[src/sv/cevm_pkg.sv]
// ----------------------------------------------------------------------------
// cevm_pkg
// Shared types and constants for the curve envelope modifier.
// ----------------------------------------------------------------------------
package cevm_pkg;

    localparam int MAX_POINTS = 16;
    localparam int IDX_W      = $clog2(MAX_POINTS);
    localparam int CNT_W      = $clog2(MAX_POINTS + 1);

    // Q1.16 position / Q16.16 value widths
    localparam int POS_W = 17;
    localparam int VAL_W = 32;
    localparam int ID_W  = 16;

    localparam logic [POS_W-1:0] ONE_Q16  = 17'h10000;
    localparam logic [ID_W-1:0]  FIRST_ID = 16'h0010;

    // Divider sizes: dividend magnitude and divisor
    localparam int DIVD_W    = 52;
    localparam int DIVS_W    = 18;
    localparam int DIV_CNT_W = $clog2(DIVD_W + 1);

    // Register byte addresses
    localparam int ADDR_W = 4;
    localparam logic [ADDR_W-1:0] ADDR_MODE    = 4'h0;
    localparam logic [ADDR_W-1:0] ADDR_FLOOR   = 4'h4;
    localparam logic [ADDR_W-1:0] ADDR_CEILING = 4'h8;

    typedef enum logic [1:0] {
        CMD_EVAL = 2'd0,
        CMD_ADD  = 2'd1,
        CMD_SET  = 2'd2,
        CMD_READ = 2'd3
    } cevm_cmd_t;

    typedef enum logic [2:0] {
        MODE_CONST    = 3'd0,
        MODE_LINE_UP  = 3'd1,
        MODE_LINE_DN  = 3'd2,
        MODE_SQ_UP    = 3'd3,
        MODE_SQ_DN    = 3'd4,
        MODE_LOG_UP   = 3'd5,
        MODE_LOG_DN   = 3'd6,
        MODE_BREAKPTS = 3'd7
    } cevm_mode_t;

    typedef struct packed {
        logic        [1:0]       command;
        logic        [POS_W-1:0] position;
        logic signed [VAL_W-1:0] sample_value;
        logic signed [VAL_W-1:0] point_value;
        logic        [ID_W-1:0]  point_id;
    } cevm_in_t;

    typedef struct packed {
        logic signed [VAL_W-1:0] scaled_result;
        logic        [ID_W-1:0]  assigned_id;
        logic signed [VAL_W-1:0] read_value;
        logic                    id_found;
        logic signed [VAL_W-1:0] curve_minimum;
        logic signed [VAL_W-1:0] curve_maximum;
        logic        [4:0]       point_count;
    } cevm_out_t;

    // One stored breakpoint
    typedef struct packed {
        logic        [POS_W-1:0] pos;
        logic signed [VAL_W-1:0] val;
        logic        [ID_W-1:0]  id;
    } cevm_entry_t;

    // Broadcast control to every cell
    typedef struct packed {
        logic                    insert;
        logic        [POS_W-1:0] key;
        cevm_entry_t             new_entry;
        logic signed [VAL_W-1:0] set_val;
    } cevm_cell_ctrl_t;

endpackage

[src/sv/cevm_divider.sv]
// ----------------------------------------------------------------------------
// cevm_divider
// Restoring unsigned divider, one quotient bit per cycle.
// ----------------------------------------------------------------------------
module cevm_divider (
    input  logic                            clk,
    input  logic                            rst_n,
    input  logic                            start,
    input  logic [cevm_pkg::DIVD_W-1:0]     dividend,
    input  logic [cevm_pkg::DIVS_W-1:0]     divisor,
    output logic                            done,
    output logic [cevm_pkg::DIVD_W-1:0]     quotient
);
    import cevm_pkg::*;

    logic [DIVS_W:0]      rem_reg;
    logic [DIVD_W-1:0]    quo_reg;
    logic [DIVS_W-1:0]    dvs_reg;
    logic [DIV_CNT_W-1:0] cnt_reg;
    logic                 busy_reg;
    logic                 done_reg;

    logic [DIVS_W:0] shifted;
    logic            fits;

    // trial subtract
    assign shifted = {rem_reg[DIVS_W-1:0], quo_reg[DIVD_W-1]};
    assign fits    = shifted >= {1'b0, dvs_reg};

    always_ff @(posedge clk or negedge rst_n)
    begin
        if (!rst_n)
        begin
            busy_reg <= 1'b0;
            done_reg <= 1'b0;
            cnt_reg  <= '0;
        end
        else
        begin
            done_reg <= 1'b0;
            if (start)
            begin
                busy_reg <= 1'b1;
                cnt_reg  <= '0;
            end
            else if (busy_reg)
            begin
                cnt_reg <= cnt_reg + 1'b1;
                if (cnt_reg == DIV_CNT_W'(DIVD_W - 1))
                begin
                    busy_reg <= 1'b0;
                    done_reg <= 1'b1;
                end
            end
        end
    end

    // datapath
    always_ff @(posedge clk)
    begin
        if (start)
        begin
            rem_reg <= '0;
            quo_reg <= dividend;
            dvs_reg <= divisor;
        end
        else if (busy_reg)
        begin
            rem_reg <= fits ? (shifted - {1'b0, dvs_reg}) : shifted;
            quo_reg <= {quo_reg[DIVD_W-2:0], fits};
        end
    end

    assign done     = done_reg;
    assign quotient = quo_reg;

endmodule

[config.mk]
export PLATFORM = sky130hd
export DESIGN_NAME = cevm_divider
export DESIGN_NICKNAME = d
export VERILOG_FILES = /design/src/sv/cevm_pkg.sv /design/src/sv/cevm_divider.sv
export SDC_FILE = /design/constraint.sdc
export NUM_CORES = 1
export LEC_CHECK = 0
export BUFFER_PORTS_ARGS = -buffer_cell sky130_fd_sc_hd__buf_4
export CORE_ASPECT_RATIO = 0.6
export CORE_UTILIZATION = 48
export CTS_CLUSTER_SIZE = 16
export DETAILED_ROUTE_END_ITERATION = 8
export PLACE_DENSITY = 0.76
export SLEW_MARGIN = 20
export SYNTH_ARGS = -nofsm -noshare
export SYNTH_HDL_FRONTEND = slang
export SYNTH_SLANG_ARGS = --single-unit
[constraint.sdc]
create_clock -name clk -period 2.5 [get_ports clk]
set_input_delay 0.625 -clock clk [delete_from_list [all_inputs] [get_ports clk]]
set_output_delay 0.625 -clock clk [all_outputs]
set_load 0.01 [all_outputs]
* Word level (Yosys, flattened, before mapping) *
Cells that the tools add are included.

storage, ports and cells
  flip-flop bits (word level) = 96
  input bits = 73
  output and inout port bits = 53
  logic and storage cells = 22

cells by class
  $add $sub $neg = 2
  order comparisons = 1
  equality and inequality tests = 1
  mux-type cells = 11
  reductions and logical operators = 1

operators by type and width
  operator                                      count
  2-to-1 mux 52 bit                             2
  greater-or-equal comparator 19 x 18 -> 1 bit  1
  2-to-1 mux 18 bit                             1
  subtractor 18 bit                             1
  2-to-1 mux 6 bit                              2
  adder 6 x 1 -> 6 bit (second input constant)  1
  equality test 6 bit (second input constant)   1
  2-to-1 mux 1 bit                              6
  nonzero test 2 bit                            1

* Logic depth before layout (Yosys ltp) *
  depth in word-level cells = 4
  gate-level depth with buffers = 11
  mapped depth without buffers = 11

* Worst setup path before layout *
OpenSTA, ideal clock, no wires.

  kind = input-to-reg
  start = input start
  end = register quo_reg[0] (netlist: quotient[0]) (enable)
  setup time = 0.407 ns
  arrival time = 2.098 ns
  required time = 2.093 ns
  path slack = -0.004 ns
  cell stages on the path = 3
  buffers on the path = 1
  cell sequence = clkbuf_1 > nor2_1 > inv_1

on the way
  word-level cells in the longest chain between the ends = 1

ends and longest elaborated chain
  item                                 RTL line            text
  start, declared                      cevm_divider.sv:8   input logic start,
  nonzero test 2 bit (no source line)  --
  end signal, assigned                 cevm_divider.sv:64  quo_reg <= dividend;
  end signal, assigned                 cevm_divider.sv:70  quo_reg <= {quo_reg[DIVD_W-2:0], fits};
  end, declared                        cevm_divider.sv:17  logic [DIVD_W-1:0] quo_reg;

No other way between the ends.
A chain may end at the register's enable or synchronous reset.

* Final worst setup path *
  start = register quo_reg[51] (netlist: quotient[51])
  end = register rem_reg[12]

on the way
  word-level cells in the longest chain between the ends = 2
  elaborated cells on any way between the ends = 3
  classes of those cells = 1 x add/sub; 1 x order compare; 1 x mux

ends and longest elaborated chain
  item                                                                               RTL line                                text
  subtractor 18 bit or greater-or-equal comparator 19 x 18 -> 1 bit (tied branches)  cevm_divider.sv:69, cevm_divider.sv:28
  2-to-1 mux 18 bit (*)                                                              cevm_divider.sv:69                      rem_reg <= fits ? (shifted - {1'b0, dvs_reg}) : shifted;
  end signal, assigned                                                               cevm_divider.sv:69
  end, declared                                                                      cevm_divider.sv:16                      logic [DIVS_W:0] rem_reg;

Every way passes the cells marked *; elsewhere a longest branch is shown, timed or not.

==> flow_summary_export.csv <==
group,metric,value,unit
synthesis,synth-seq-cells,96,
timing,finalHoldViolCount,0,
timing,setup_viol,0,
layout,final_layout_size_suffix_gt1_share,42.6,%
min_path,hold_path_class,"in -> async",
grt,grt_pass1_wl,17000,um
critical_path,end_kind,"flip-flop",
timing,maxSlewViolCount,0,
clock_tree,clockBufferDepth,2,
timing,skew,0.00975,ns
floorplanning,core,9840,um2
synthesis,synth_nets,486,
critical_path,startpoint_type,"flip-flop",
synthesis,synth_top_area_cell,"edfxtp_1",
clock_tree,cts_made_buffers,9,
critical_path,r2r_slack,0.10,ns
synthesis,netlist_top_cells_area,"edfxtp_1 (43%), mux2_2 (12%), dfxtp_1 (7.4%)",
grt,grt-ovfl-total,0,
drt,wl_per_cell,16.4,um
clock_tree,cts_tree,"yes",
synthesis,yosysWarnings,0,
drt,vias,3507,
timing,fin_setup_tns,0,ns
placement,dp_hpwl,7970,um
power_and_ir_drop,powerDensity,806,nW/um2
critical_path,cp_max_fo,2,
placement,port_buffers,125,
placement,gp_congestion,0.898,
synthesis,yosysSeqAreaShare,54.8,%
layout,largest_reg_flops,52,
floorplanning,start_util,49.4,%
synthesis,synth_most_common_cell,"edfxtp_1",
timing,fin_crit,2.40,ns
layout,stdcell_count,668,
drt,antenna_left,0,
synthesis,async_flop_share,8.33,%
floorplanning,die_x,132,um
floorplanning,rows,28,
clock_tree,htreeDepth,3,
drt,drc,0,
grt,antenna_found_initial,0,
timing,fin_crit_sh,96.0,%
status,status,"completed",
synthesis,synthCells,393,
synthesis,ys.flop_type,"edfxtp_1",
job,maxCapViolations,0,
floorplanning,io_pins,126,
synthesis,avgSynthCellArea,12.4,um2
drt,drt_first_pass_iters,4,
grt,grt_start_max_net_pins,50,
clock_tree,clock_sinks,96,
synthesis,synth_commonest_cells,"edfxtp_1 (70), mux2_2 (51), nor2_1 (30), inv_1 (26), ha_1 (19)",
grt,grt_usage,20.9,%
layout,finish.utilization,64.6,%
placement,place_inst,647,
synthesis,yosysUniqueCellTypes,48,
synthesis,synth-edff-count,70,
drt,drtIter0Drc,386,
timing,tightest_slew,0.658,ns
grt,first_global_vias,3285,
layout,area_delta_synth_final,31.0,%
layout,num_antenna_cells,0,
floorplanning,die-area,10500,um2
clock_tree,path_clk_slew,0.08,ns
timing,fmax,417,MHz
critical_path,cp.arrival,2.64,ns
clock_tree,clock_latency,0.35,ns
synthesis,syn_area,4860,um2
timing,maxSlewHeadroom,56.0,%
synthesis,netlist.area_leader.share,43.3,%
floorplanning,die_height,79.9,um
critical_path,worstPathRequired,2.74,ns
drt,routed_wl,10900,um
layout,fin_nets,621,
power_and_ir_drop,p_leak,0.00279,uW
clock_tree,root_buffer,"clkbuf_16",
drt,via_per_inst,5.25,
clock_tree,holdBufCountCts,0,
critical_path,crit_type,"reg -> reg",
power_and_ir_drop,ir_worst_vdd,0.000381,V
timing,hold_slack,0.0747,ns
## worst paths after layout
path	start	endpoint	depth (start not counted)
max reg2reg	quotient[51]	rem_reg[12]	11
min	rst_n	cnt_reg[2]	1
min in group clk	divisor[14]	dvs_reg[14]	1
min reg2reg	rem_reg[2]	rem_reg[2]	2
max in group asynchronous	rst_n	cnt_reg[4]	1
max	quotient[51]	rem_reg[12]	11
## power by group
part	internal [uW]	switching [uW]
registers	1950	151
clock network	694	641
logic	835	860
total	3480	1650
## stage by stage
stage          cell area (um2)  setup slack, ns  total power, uW
2_1_floorplan             4860        0.0000140             3210
3_3_place_gp              6000          -0.0279             3680
3_5_place_dp              6000           -0.124             3740
4_1_cts                   6300           0.0261             5100
5_1_grt                   6360         -0.00917             5400
6_report                  6360            0.100             5130
## cell usage in the layout, fill, tap and decap left out, types with 3 or more instances in the layout
master and count:
mux2_2 51, a311oi_1 4, nand3_1 5, inv_1 24, a211oi_1 8, clkinvlp_4 3
a32oi_1 4, edfxtp_1 70, a21oi_1 15, clkbuf_16 9, nand4b_1 3, nor3b_1 3
a21o_1 4, nand2_1 18, xor2_1 11, dfrtp_1 8, o211ai_1 3, nor3_1 3
dfxtp_1 18, nor2_1 29, buf_12 3, ha_1 18, nand2b_1 6, buf_4 139
xnor2_1 7, nand4_1 4, mux2i_1 12, o21ai_0 12, a21oi_2 3
## critical path, cell delays in order (launching register included)
cell and delay, ns:
edfxtp_1 0.38, inv_1 0.07, ha_2 0.19, inv_2 0.04, fa_2 0.38, a211oi_4 0.29, o21ai_2 0.09, a21o_1 0.19
a31oi_2 0.15, o21ai_1 0.10, xor2_1 0.17, o31a_1 0.24
## final cells by class
type	count	area [um2]
fill	766	3480
sequential	96	2660
multi-input combinational	253	2040
timing repair buffer	142	1100
clock buffer	9	225
tap	135	169
inverter	26	101
clock inverter	7	60.1
## repair_timing
action | CTS | global route
resized for setup | 3 | 8
setup buffers | 0 | 5
endpoints found under the setup margin | 3 | 4
pin swaps | 2 | 8
## kinds of logic (layout without fill, tap and decap cells)
logic type	after synthesis	in the layout	share of synthesized area [%]
adders and majority gates	20	20	5.31
and+or+nand+nor	81	81	8.11
DFF	96	96	54.8
buffers and inverters	44	184	3.97
muxes	63	63	14.3
AOI/OAI and AO/OA	71	71	10.3
xor gates and xnor gates	18	18	3.24
## routing by layer
metal  global-route usage, %  share of wire, %
met5                       0                 0
met4                    6.98               1.1
met2                    31.1                46
met3                    4.76               5.0
met1                    29.9                48
(Power assumes the default switching activity.)
