`config.mk`:
```
export PLATFORM = sky130hd
export DESIGN_NAME = cevm_cell
export DESIGN_NICKNAME = d
export VERILOG_FILES = /design/src/sv/cevm_pkg.sv /design/src/sv/cevm_cell.sv
export SDC_FILE = /design/constraint.sdc
export NUM_CORES = 1
export LEC_CHECK = 0
export BUFFER_PORTS_ARGS = -buffer_cell sky130_fd_sc_hd__buf_4
export CAP_MARGIN = 10
export CELL_PAD_IN_SITES_DETAIL_PLACEMENT = 1
export CELL_PAD_IN_SITES_GLOBAL_PLACEMENT = 2
export CORE_MARGIN = 2
export CORE_UTILIZATION = 21
export CTS_BUF_LIST = sky130_fd_sc_hd__clkbuf_4
export CTS_CLUSTER_SIZE = 16
export DETAILED_ROUTE_END_ITERATION = 7
export GPL_ROUTABILITY_DRIVEN = 0
export HOLD_SLACK_MARGIN = 0.02
export PLACE_DENSITY = 0.85
export SETUP_SLACK_MARGIN = 0.02
export SYNTH_ARGS = -nofsm -noshare
export SYNTH_HDL_FRONTEND = slang
export SYNTH_SLANG_ARGS = --single-unit
```
`constraint.sdc`:
```
create_clock -name clk -period 4.6 [get_ports clk]
set_input_delay 0.92 -clock clk [delete_from_list [all_inputs] [get_ports clk]]
set_output_delay 0.92 -clock clk [all_outputs]
set_load 0.01 [all_outputs]
```
`src/sv/cevm_pkg.sv`:
```
// ----------------------------------------------------------------------------
// cevm_pkg
// Shared types and constants for the curve envelope modifier.
// ----------------------------------------------------------------------------
package cevm_pkg;

    localparam int MAX_POINTS = 16;
    localparam int IDX_W      = $clog2(MAX_POINTS);
    localparam int CNT_W      = $clog2(MAX_POINTS + 1);

    // Q1.16 position / Q16.16 value widths
    localparam int POS_W = 17;
    localparam int VAL_W = 32;
    localparam int ID_W  = 16;

    localparam logic [POS_W-1:0] ONE_Q16  = 17'h10000;
    localparam logic [ID_W-1:0]  FIRST_ID = 16'h0010;

    // Divider sizes: dividend magnitude and divisor
    localparam int DIVD_W    = 52;
    localparam int DIVS_W    = 18;
    localparam int DIV_CNT_W = $clog2(DIVD_W + 1);

    // Register byte addresses
    localparam int ADDR_W = 4;
    localparam logic [ADDR_W-1:0] ADDR_MODE    = 4'h0;
    localparam logic [ADDR_W-1:0] ADDR_FLOOR   = 4'h4;
    localparam logic [ADDR_W-1:0] ADDR_CEILING = 4'h8;

    typedef enum logic [1:0] {
        CMD_EVAL = 2'd0,
        CMD_ADD  = 2'd1,
        CMD_SET  = 2'd2,
        CMD_READ = 2'd3
    } cevm_cmd_t;

    typedef enum logic [2:0] {
        MODE_CONST    = 3'd0,
        MODE_LINE_UP  = 3'd1,
        MODE_LINE_DN  = 3'd2,
        MODE_SQ_UP    = 3'd3,
        MODE_SQ_DN    = 3'd4,
        MODE_LOG_UP   = 3'd5,
        MODE_LOG_DN   = 3'd6,
        MODE_BREAKPTS = 3'd7
    } cevm_mode_t;

    typedef struct packed {
        logic        [1:0]       command;
        logic        [POS_W-1:0] position;
        logic signed [VAL_W-1:0] sample_value;
        logic signed [VAL_W-1:0] point_value;
        logic        [ID_W-1:0]  point_id;
    } cevm_in_t;

    typedef struct packed {
        logic signed [VAL_W-1:0] scaled_result;
        logic        [ID_W-1:0]  assigned_id;
        logic signed [VAL_W-1:0] read_value;
        logic                    id_found;
        logic signed [VAL_W-1:0] curve_minimum;
        logic signed [VAL_W-1:0] curve_maximum;
        logic        [4:0]       point_count;
    } cevm_out_t;

    // One stored breakpoint
    typedef struct packed {
        logic        [POS_W-1:0] pos;
        logic signed [VAL_W-1:0] val;
        logic        [ID_W-1:0]  id;
    } cevm_entry_t;

    // Broadcast control to every cell
    typedef struct packed {
        logic                    insert;
        logic        [POS_W-1:0] key;
        cevm_entry_t             new_entry;
        logic signed [VAL_W-1:0] set_val;
    } cevm_cell_ctrl_t;

endpackage

```
`src/sv/cevm_cell.sv`:
```
// ----------------------------------------------------------------------------
// cevm_cell
// One breakpoint slot of the sorted chain; shifts up on insertion.
// ----------------------------------------------------------------------------
module cevm_cell (
    input  logic                  clk,
    input  cevm_pkg::cevm_cell_ctrl_t ctrl,
    input  logic                  in_use,
    input  logic                  at_end,
    input  logic                  set_en,
    input  cevm_pkg::cevm_entry_t prev_entry,
    input  logic                  prev_gt,
    output cevm_pkg::cevm_entry_t entry,
    output logic                  gt
);
    import cevm_pkg::*;

    cevm_entry_t entry_reg;

    // slot holds a point above the new key
    assign gt    = in_use && (ctrl.key < entry_reg.pos);
    assign entry = entry_reg;

    always_ff @(posedge clk)
    begin
        if (ctrl.insert && (in_use || at_end))
        begin
            if (prev_gt)
                entry_reg <= prev_entry;
            else if (gt || at_end)
                entry_reg <= ctrl.new_entry;
        end
        else if (set_en)
        begin
            entry_reg.val <= ctrl.set_val;
        end
    end

endmodule

```
Yosys cells after proc, flatten, opt, wreduce, memory -nomap -nowiden
Cells that the tools add are included.
{"block": "word_totals", "ff_bits": 65}
{"block": "op_classes", "magnitude_cmp": 1, "eq_ne": 1, "mux": 4, "n_reduce_logical": 8}
{"op": "65-bit two-way mux", "count": 2}
{"op": "32-bit two-way mux", "count": 2}
{"op": "17-bit less-than comparator", "count": 1}
{"op": "2-bit AND reduction", "count": 2}
{"op": "2-bit nonzero test", "count": 2}
{"op": "3-bit by 2-bit inequality test with 1-bit output (second input constant)", "count": 1}
{"op": "1-bit logical AND", "count": 2}
{"op": "1-bit logical OR", "count": 2}

Logic depth before layout (Yosys ltp)
Gate-level depths: netlist of the first run.
{"block": "depth", "depth_word": 6, "ltp_mapped": 6, "depth_no_buf": 6}

Worst setup path before layout of the first run
Ideal clock, no wire load.
{"block": "synth_timing", "path_type": "input -> register", "from": "input port ctrl[99] in the netlist's numbering", "to": "register entry_reg (netlist bit entry[16]) (enable)", "setup_ns": 0.466, "arrival_time_ns": 4.198, "t_required_ns": 4.134, "setup_slack_ns": -0.063, "stages": 5, "path_buffers": 0, "path_cell_list": "ha_1 -> or3_1 -> a211oi_1 -> o41ai_2 -> o21ai_0"}
{"block": "synth_between", "elab_chain_len": 5}
{"item": "from (decl)", "line_no": "cevm_cell.sv:7", "rtl": "input cevm_pkg::cevm_cell_ctrl_t ctrl,"}
{"item": "17-bit less-than comparator", "line_no": "cevm_cell.sv:21", "rtl": "assign gt = in_use && (ctrl.key < entry_reg.pos);"}
{"item": "1-bit logical AND", "line_no": "cevm_cell.sv:21"}
{"item": "1-bit logical OR", "line_no": "cevm_cell.sv:30", "rtl": "else if (gt || at_end)"}
{"item": "3-bit by 2-bit inequality test with 1-bit output (no line)"}
{"item": "2-bit AND reduction (no line)"}
{"item": "to (signal assigned)", "line_no": "cevm_cell.sv:29", "rtl": "entry_reg <= prev_entry;"}
{"item": "to (signal assigned)", "line_no": "cevm_cell.sv:31", "rtl": "entry_reg <= ctrl.new_entry;"}
{"item": "to (decl)", "line_no": "cevm_cell.sv:18", "rtl": "cevm_entry_t entry_reg;"}
No other way between the ends.
A chain may end at the register's enable or synchronous reset.

Worst setup path in the final report of the first run
{"block": "layout_timing", "from": "input port ctrl[113] in the netlist's numbering", "to": "output port gt"}
{"block": "layout_between", "elab_chain_len": 2}
{"item": "17-bit less-than comparator", "line_no": "cevm_cell.sv:21"}
{"item": "1-bit logical AND", "line_no": "cevm_cell.sv:21"}
{"item": "to (decl)", "line_no": "cevm_cell.sv:14", "rtl": "output logic gt"}
No other way between the ends.

==> flow_metrics.py, run 1 <==
metrics = {
    "pwr": {
        "p_leak_nw": 2.64,
        "netSwitchingFraction_pct": 27.4,
        "p_clk_share_pct": 21.7,
        "p_int_w": 0.00109,
        "power_w": 0.00150,
        "p_sw_w": 0.000411,
        "power_density_nw_per_um2": 262,
        "combPwrFrac_pct": 28.0,
        "peakVddDrop_mv": 0.0854,
        "p_seq_share_pct": 50.4,
    },
    "sta": {
        "hold_violations": 0,
        "setup_violations": 0,
        "fin_crit_ns": 3.56,
        "worst_slew_pin_slew_ns": 0.593,
        "grt_setup_unrepaired": "no",
        "fin_skew_ns": 0.0138,
        "relSlewSlack_pct": 60.1,
        "period_share_pct": 77.4,
        "max_freq_mhz": 281,
        "fin_tns_setup_ns": 0,
        "maxSlewViolCount": 0,
    },
    "synth": {
        "ys_seq_area_share_pct": 56.6,
        "syn_avg_cell_area_um2": 12.8,
        "synth-seq-cells": 65,
        "synthCells": 270,
        "synth_area_um2": 3450,
        "ys_warn_count": 0,
        "yosys.cell_types.count": 28,
        "syn-num-nets": 471,
    },
    "route": {
        "drt-total-wl_mm": 12.0,
        "initialDrtViolationCount": 139,
        "firstDrtPassIters": 4,
        "vias": 3083,
        "ant_nets": 0,
        "drc": 0,
        "drt-wirelength-per-cell_um": 16.1,
        "via_per_inst": 4.15,
    },
    "setup_path": {
        "slowest_delay_ns": 0.44,
        "crit_path_max_fanout": 3,
        "required_ns": 3.68,
        "cp_data_arrival_time_ns": 2.64,
        "critPathSlowestCell": "o22ai_1",
        "crit_chain": "buf_4 -> ha_1 -> nand4_1 -> or3_4 -> o22ai_1 -> nor3_1 -> buf_4",
        "end_kind": "output port",
        "crit_type": "in -> out",
        "critical_path.most_common_cell": "buf_4",
        "start_kind": "input pin",
    },
    "place": {
        "placed_cell_area_um2": 5600,
        "port_buffers": 250,
        "place_hpwl_mm": 9.84,
    },
    "finish": {
        "fin_nets": 722,
        "largest_reg_flops": 65,
        "drive_gt1_share_pct": 58.2,
        "syn_to_final_growth_pct": 65.5,
        "design_area_um2": 5710,
    },
    "floorplan": {
        "die-area_um2": 17500,
        "dieHeight_um": 132,
        "core_area_um2": 15900,
        "pin_count": 251,
        "rows": 46,
        "dieWidth_um": 132,
        "initial_core_util_pct": 21.6,
    },
    "global_route": {
        "antenna_found_initial": 1,
        "overflow": 0,
        "grt_use_total_pct": 13.6,
        "grt_max_degree": 68,
        "grt_pass1_wl_mm": 18.3,
        "grt_pass1_vias": 3393,
    },
    "job": {
        "maxCapViolations": 0,
    },
    "clock_tree": {
        "h-tree-depth": 3,
        "postCtsResizedCells": 0,
        "clkTransAtPathRegs_ns": 0.10,
        "postCtsHoldBufs": 0,
        "cts_tree": "yes",
        "cts.sinks": 65,
        "clk-insertion-delay-late_ns": 0.42,
        "cts_setup_buffers": 0,
        "numCtsBuffers": 9,
        "cts-root-buf": "clkbuf_4",
        "clock_path_buffers": 2,
    },
    "min_path": {
        "hold_path.class": "in -> reg",
    },
    "status": {
        "outcome": "finished clean",
    },
}
-- metal layers --
metal,vias to the layer above,global-route usage (%),part of all wire [%]
met4,0,4.83,1.7
met2,117,25.6,56
met3,13,4.11,6.6
met5,-,0,0
li1,1510,-,-
met1,1443,14.2,36
-- through the flow --
stage	instances	worst slack, ns	utilization (%)	hold WS, ns
floorplan	270	0.590	-	1.11
CTS	742	1.02	35.8	0.711
global route	743	0.903	35.8	0.729
global placement	726	1.10	35.1	1.18
finish	743	1.04	35.8	0.776
detailed placement	726	1.02	35.1	1.20
-- final cells by class --
cell class	instances	area, um2
tap	216	270
clock inverter	5	22.5
timing repair buffer	254	1910
inverter	17	63.8
antenna	1	2.50
clock buffer	11	82.6
sequential	65	1950
multi-input combinational	174	1410
fill	1830	10200
-- placed cells by master, fill, tap and decap left out --
master	synthesis	layout
buf_4	0	254
edfxtp_1	65	65
nand2_1	34	34
mux2_2	33	33
o21ai_0	35	33
mux2i_1	32	32
inv_1	17	17
ha_1	16	16
clkbuf_4	0	11
a21oi_1	3	3
clkinv_2	0	3
o21ai_4	0	2
a211oi_1	2	2
nor2_1	2	2
clkinv_1	0	2
diode_2	0	1
nand4_1	1	1
o21a_1	1	1
and2_0	1	1
a21o_1	1	1
a221oi_1	1	1
or3_4	1	1
o22ai_1	2	1
o211ai_1	1	1
o2111ai_1	1	1
nand2b_1	1	1
or3_1	1	1
o32ai_1	1	1
nor4_1	1	1
nor3_1	1	1
o2111a_1	1	1
o41ai_2	1	1
o22ai_4	0	1
-- worst max-delay path, delay by kind of cell --
| kind | cells | cell delay (ns) |
|---|---|---|
| and+or+nand+nor | 3 | 0.72 |
| buffers and inverters | 2 | 0.29 |
| AOI/OAI and AO/OA | 1 | 0.44 |
| adders and majority gates | 1 | 0.28 |
-- power groups by stage --
stage / Combinational, W / Sequential [W] / Clock, W
floorplan: 0.000130 / 0.000801 / 0
global placement: 0.000419 / 0.000765 / 0
detailed placement: 0.000429 / 0.000769 / 0
CTS: 0.000430 / 0.000756 / 0.000352
global route: 0.000458 / 0.000761 / 0.000377
finish: 0.000419 / 0.000754 / 0.000324
-- cell families (layout without fill, tap and decap cells) --
kind of cell,count (synthesis),count (layout),share of synthesized area (%)
adder cells (fa/ha/maj),16,16,5.81
AND/OR/NAND/NOR,43,43,5.30
flip-flops,65,65,56.6
other,0,1,0
AO/OA/AOI/OAI,50,50,8.53
buffers and inverters,31,287,3.70
multiplexers,65,65,20.1
-- synthesized netlist by cell type --
master | number | share of area (%)
edfxtp_1 | 65 | 57
o21ai_0 | 35 | 5.1
nand2_1 | 34 | 3.7
mux2_2 | 33 | 11
mux2i_1 | 32 | 9.3
inv_1 | 17 | 1.9
ha_1 | 16 | 5.8
buf_2 | 9 | 1.3
clkbuf_1 | 5 | 0.54
a21oi_1 | 3 | 0.44
a211oi_1 | 2 | 0.44
nor2_1 | 2 | 0.22
o22ai_1 | 2 | 0.36
a21o_1 | 1 | 0.22
a221oi_1 | 1 | 0.25
and2_0 | 1 | 0.18
nand2b_1 | 1 | 0.18
nand4_1 | 1 | 0.18
nor3_1 | 1 | 0.14
nor4_1 | 1 | 0.18
o2111a_1 | 1 | 0.33
o2111ai_1 | 1 | 0.25
o211ai_1 | 1 | 0.22
o21a_1 | 1 | 0.22
o32ai_1 | 1 | 0.25
o41ai_2 | 1 | 0.47
or3_1 | 1 | 0.18
or3_4 | 1 | 0.33
-- final timing paths --
kind                            depth (start not counted)       from        end  slack [ns]
worst min-delay path                                    3    ctrl[0]  entry[16]        0.78
worst max register to register                          7  entry[62]   entry[7]        1.88
worst min register to register                          6  entry[64]  entry[59]        1.19
worst max-delay path                                    7  ctrl[113]         gt        1.04
Note: power is estimated with default switching activity, not from simulation.
==> run 2: changes to the inputs <==
--- a/config.mk
+++ b/config.mk
@@ -10,13 +10,13 @@
 export CELL_PAD_IN_SITES_DETAIL_PLACEMENT = 1
 export CELL_PAD_IN_SITES_GLOBAL_PLACEMENT = 2
 export CORE_MARGIN = 2
-export CORE_UTILIZATION = 21
+export CORE_UTILIZATION = 24
 export CTS_BUF_LIST = sky130_fd_sc_hd__clkbuf_4
 export CTS_CLUSTER_SIZE = 16
 export DETAILED_ROUTE_END_ITERATION = 7
 export GPL_ROUTABILITY_DRIVEN = 0
 export HOLD_SLACK_MARGIN = 0.02
-export PLACE_DENSITY = 0.85
+export PLACE_DENSITY = 0.91
 export SETUP_SLACK_MARGIN = 0.02
 export SYNTH_ARGS = -nofsm -noshare
 export SYNTH_HDL_FRONTEND = slang
==> constraint.sdc (replaced) <==
create_clock -name clk -period 3.62 [get_ports clk]
set_input_delay 0.724 -clock clk [delete_from_list [all_inputs] [get_ports clk]]
set_output_delay 0.724 -clock clk [all_outputs]
set_load 0.01 [all_outputs]
==> run 2 against run 1 <==
Effect of this change: power rose by 29%; worst hold slack got worse by 0.20 ns; critical path type is now reg -> out; sequential power rose by 27%; flip-flop and latch count did not move; worst setup slack got worse by 0.68 ns; cell area fell by 0.72%; global-route usage rose by 1.6 points; largest power group unchanged; critical endpoint unchanged; utilization rose by 4.9 points; via count rose by 1.4%; combinational power rose by 27%; cell count fell by 5.1%; non-clock buffer count fell by 1.
==> flow_metrics.py, run 2 (synthesis results as in run 1) <==
metrics = {
    "route": {
        "drc": 0,
        "drt-total-wl_mm": 11.7,
        "ant_nets": 0,
        "via_per_inst": 4.43,
        "vias": 3125,
        "drt-wirelength-per-cell_um": 16.6,
        "firstDrtPassIters": 2,
        "initialDrtViolationCount": 57,
    },
    "clock_tree": {
        "cts_setup_buffers": 0,
        "cts-root-buf": "clkbuf_4",
        "cts.sinks": 65,
        "postCtsResizedCells": 0,
        "cts_tree": "yes",
        "postCtsHoldBufs": 0,
        "clkTransAtPathRegs_ns": 0.12,
        "clk-insertion-delay-late_ns": 0.42,
        "numCtsBuffers": 9,
        "clock_path_buffers": 2,
        "h-tree-depth": 3,
    },
    "finish": {
        "syn_to_final_growth_pct": 64.3,
        "drive_gt1_share_pct": 58.5,
        "register_area_um2": 1950,
        "largest_reg_flops": 65,
        "mostFrequentLayoutCells": "buf_4, edfxtp_1, nand2_1, mux2_2, o21ai_0",
        "layout_commonest_cell": "buf_4",
        "fillers": 1574,
        "fin_nets": 721,
        "multi_input_area_um2": 1410,
        "n_antenna_cell": 0,
    },
    "pwr": {
        "p_leak_nw": 2.63,
        "power_w": 0.00193,
        "power_density_nw_per_um2": 341,
        "peakVddDrop_mv": 0.186,
    },
    "global_route": {
        "grt_use_total_pct": 15.2,
        "grt_pass1_vias": 3355,
        "antenna_found_initial": 0,
        "grt_max_degree": 66,
        "grt_pass1_wl_mm": 17.0,
        "overflow": 0,
    },
    "sta": {
        "relSlewSlack_pct": 26.0,
        "max_freq_mhz": 307,
        "fin_tns_setup_ns": 0,
        "layout_setup_ws_ns": 0.364,
        "fin_hold_ws_ns": 0.574,
        "maxSlewViolCount": 0,
        "period_share_pct": 90.0,
        "setup_violations": 0,
        "grt_setup_unrepaired": "no",
        "worst_slew_pin_slew_ns": 1.11,
        "fin_skew_ns": 0.0167,
        "hold_violations": 0,
        "fin_crit_ns": 3.26,
    },
    "floorplan": {
        "die-area_um2": 15300,
        "core_area_um2": 13900,
        "pin_count": 251,
        "initial_core_util_pct": 24.7,
        "dieHeight_um": 124,
        "dieWidth_um": 124,
        "rows": 43,
    },
    "status": {
        "outcome": "finished clean",
    },
    "setup_path": {
        "start_kind": "flip-flop",
        "crit_chain": "inv_1 -> ha_1 -> nand4_1 -> or3_4 -> o22ai_1 -> nor3_1 -> buf_4",
        "critical_path.top_delay_family": "simple AND/OR/NAND/NOR gates",
        "crit_type": "reg -> out",
        "end_kind": "output port",
        "cp_data_arrival_time_ns": 2.53,
        "crit_buf_inv": 2,
        "crit_path_max_fanout": 3,
        "slowest_delay_ns": 0.45,
        "required_ns": 2.90,
        "critPathSlowestCell": "or3_4",
    },
    "place": {
        "place_hpwl_mm": 9.43,
        "port_buffers": 250,
        "dp_slack_ns": 0.362,
    },
    "job": {
        "maxCapViolations": 0,
    },
    "min_path": {
        "hold_path.class": "in -> reg",
    },
}
==> run 2: tightest hold or removal path, stage by stage <==
cell,delay [ns]
buf_4,0.08
nand2_1,0.03
o21ai_0,0.06
==> run 2: cell type report <==
| type | count | area share, % |
|---|---|---|
| Clock buffer | 10 | 1.33 |
| Sequential cell | 65 | 34.5 |
| Clock inverter | 6 | 0.773 |
| Tap cell | 180 | 3.98 |
| Multi-Input combinational cell | 174 | 24.8 |
| Timing Repair Buffer | 253 | 33.5 |
| Inverter | 17 | 1.13 |
==> run 2: path summary, 6_finish.rpt <==
| path | start | slack, ns | endpoint | cells past startpoint |
|---|---|---|---|---|
| worst min-delay path | ctrl[25] | 0.57 | entry[41] | 3 |
| worst min register to register | entry[64] | 1.52 | entry[41] | 7 |
| worst max-delay path | entry[64] | 0.36 | gt | 7 |
| worst max register to register | entry[64] | 0.79 | entry[6] | 6 |
==> run 2: per-stage QoR <==
step                      instance area, um2  util, %  cells
final                                   5660     40.6    705
after CTS                               5660     40.6    705
after floorplan                         3460        -    270
after global routing                    5660     40.6    705
after global placement                  5550     39.8    689
after detailed placement                5550     39.8    689
==> run 2: metal layers <==
layer  GRT usage, %  wire (um)  vias up
li1               -          -     1509
met1           14.5       3960     1468
met2           28.9       6490      125
met3           5.17        900       23
met4           7.03        314        0
met5              0          0        -
==> run 2: power by group <==
group	leakage [nW]	internal, W	switching (W)	total, W
registers	0.639	0.000932	0.0000271	0.000959
clock network	0.0550	0.000149	0.000290	0.000439
logic	1.93	0.000300	0.000233	0.000533
total	2.63	0.00138	0.000551	0.00193
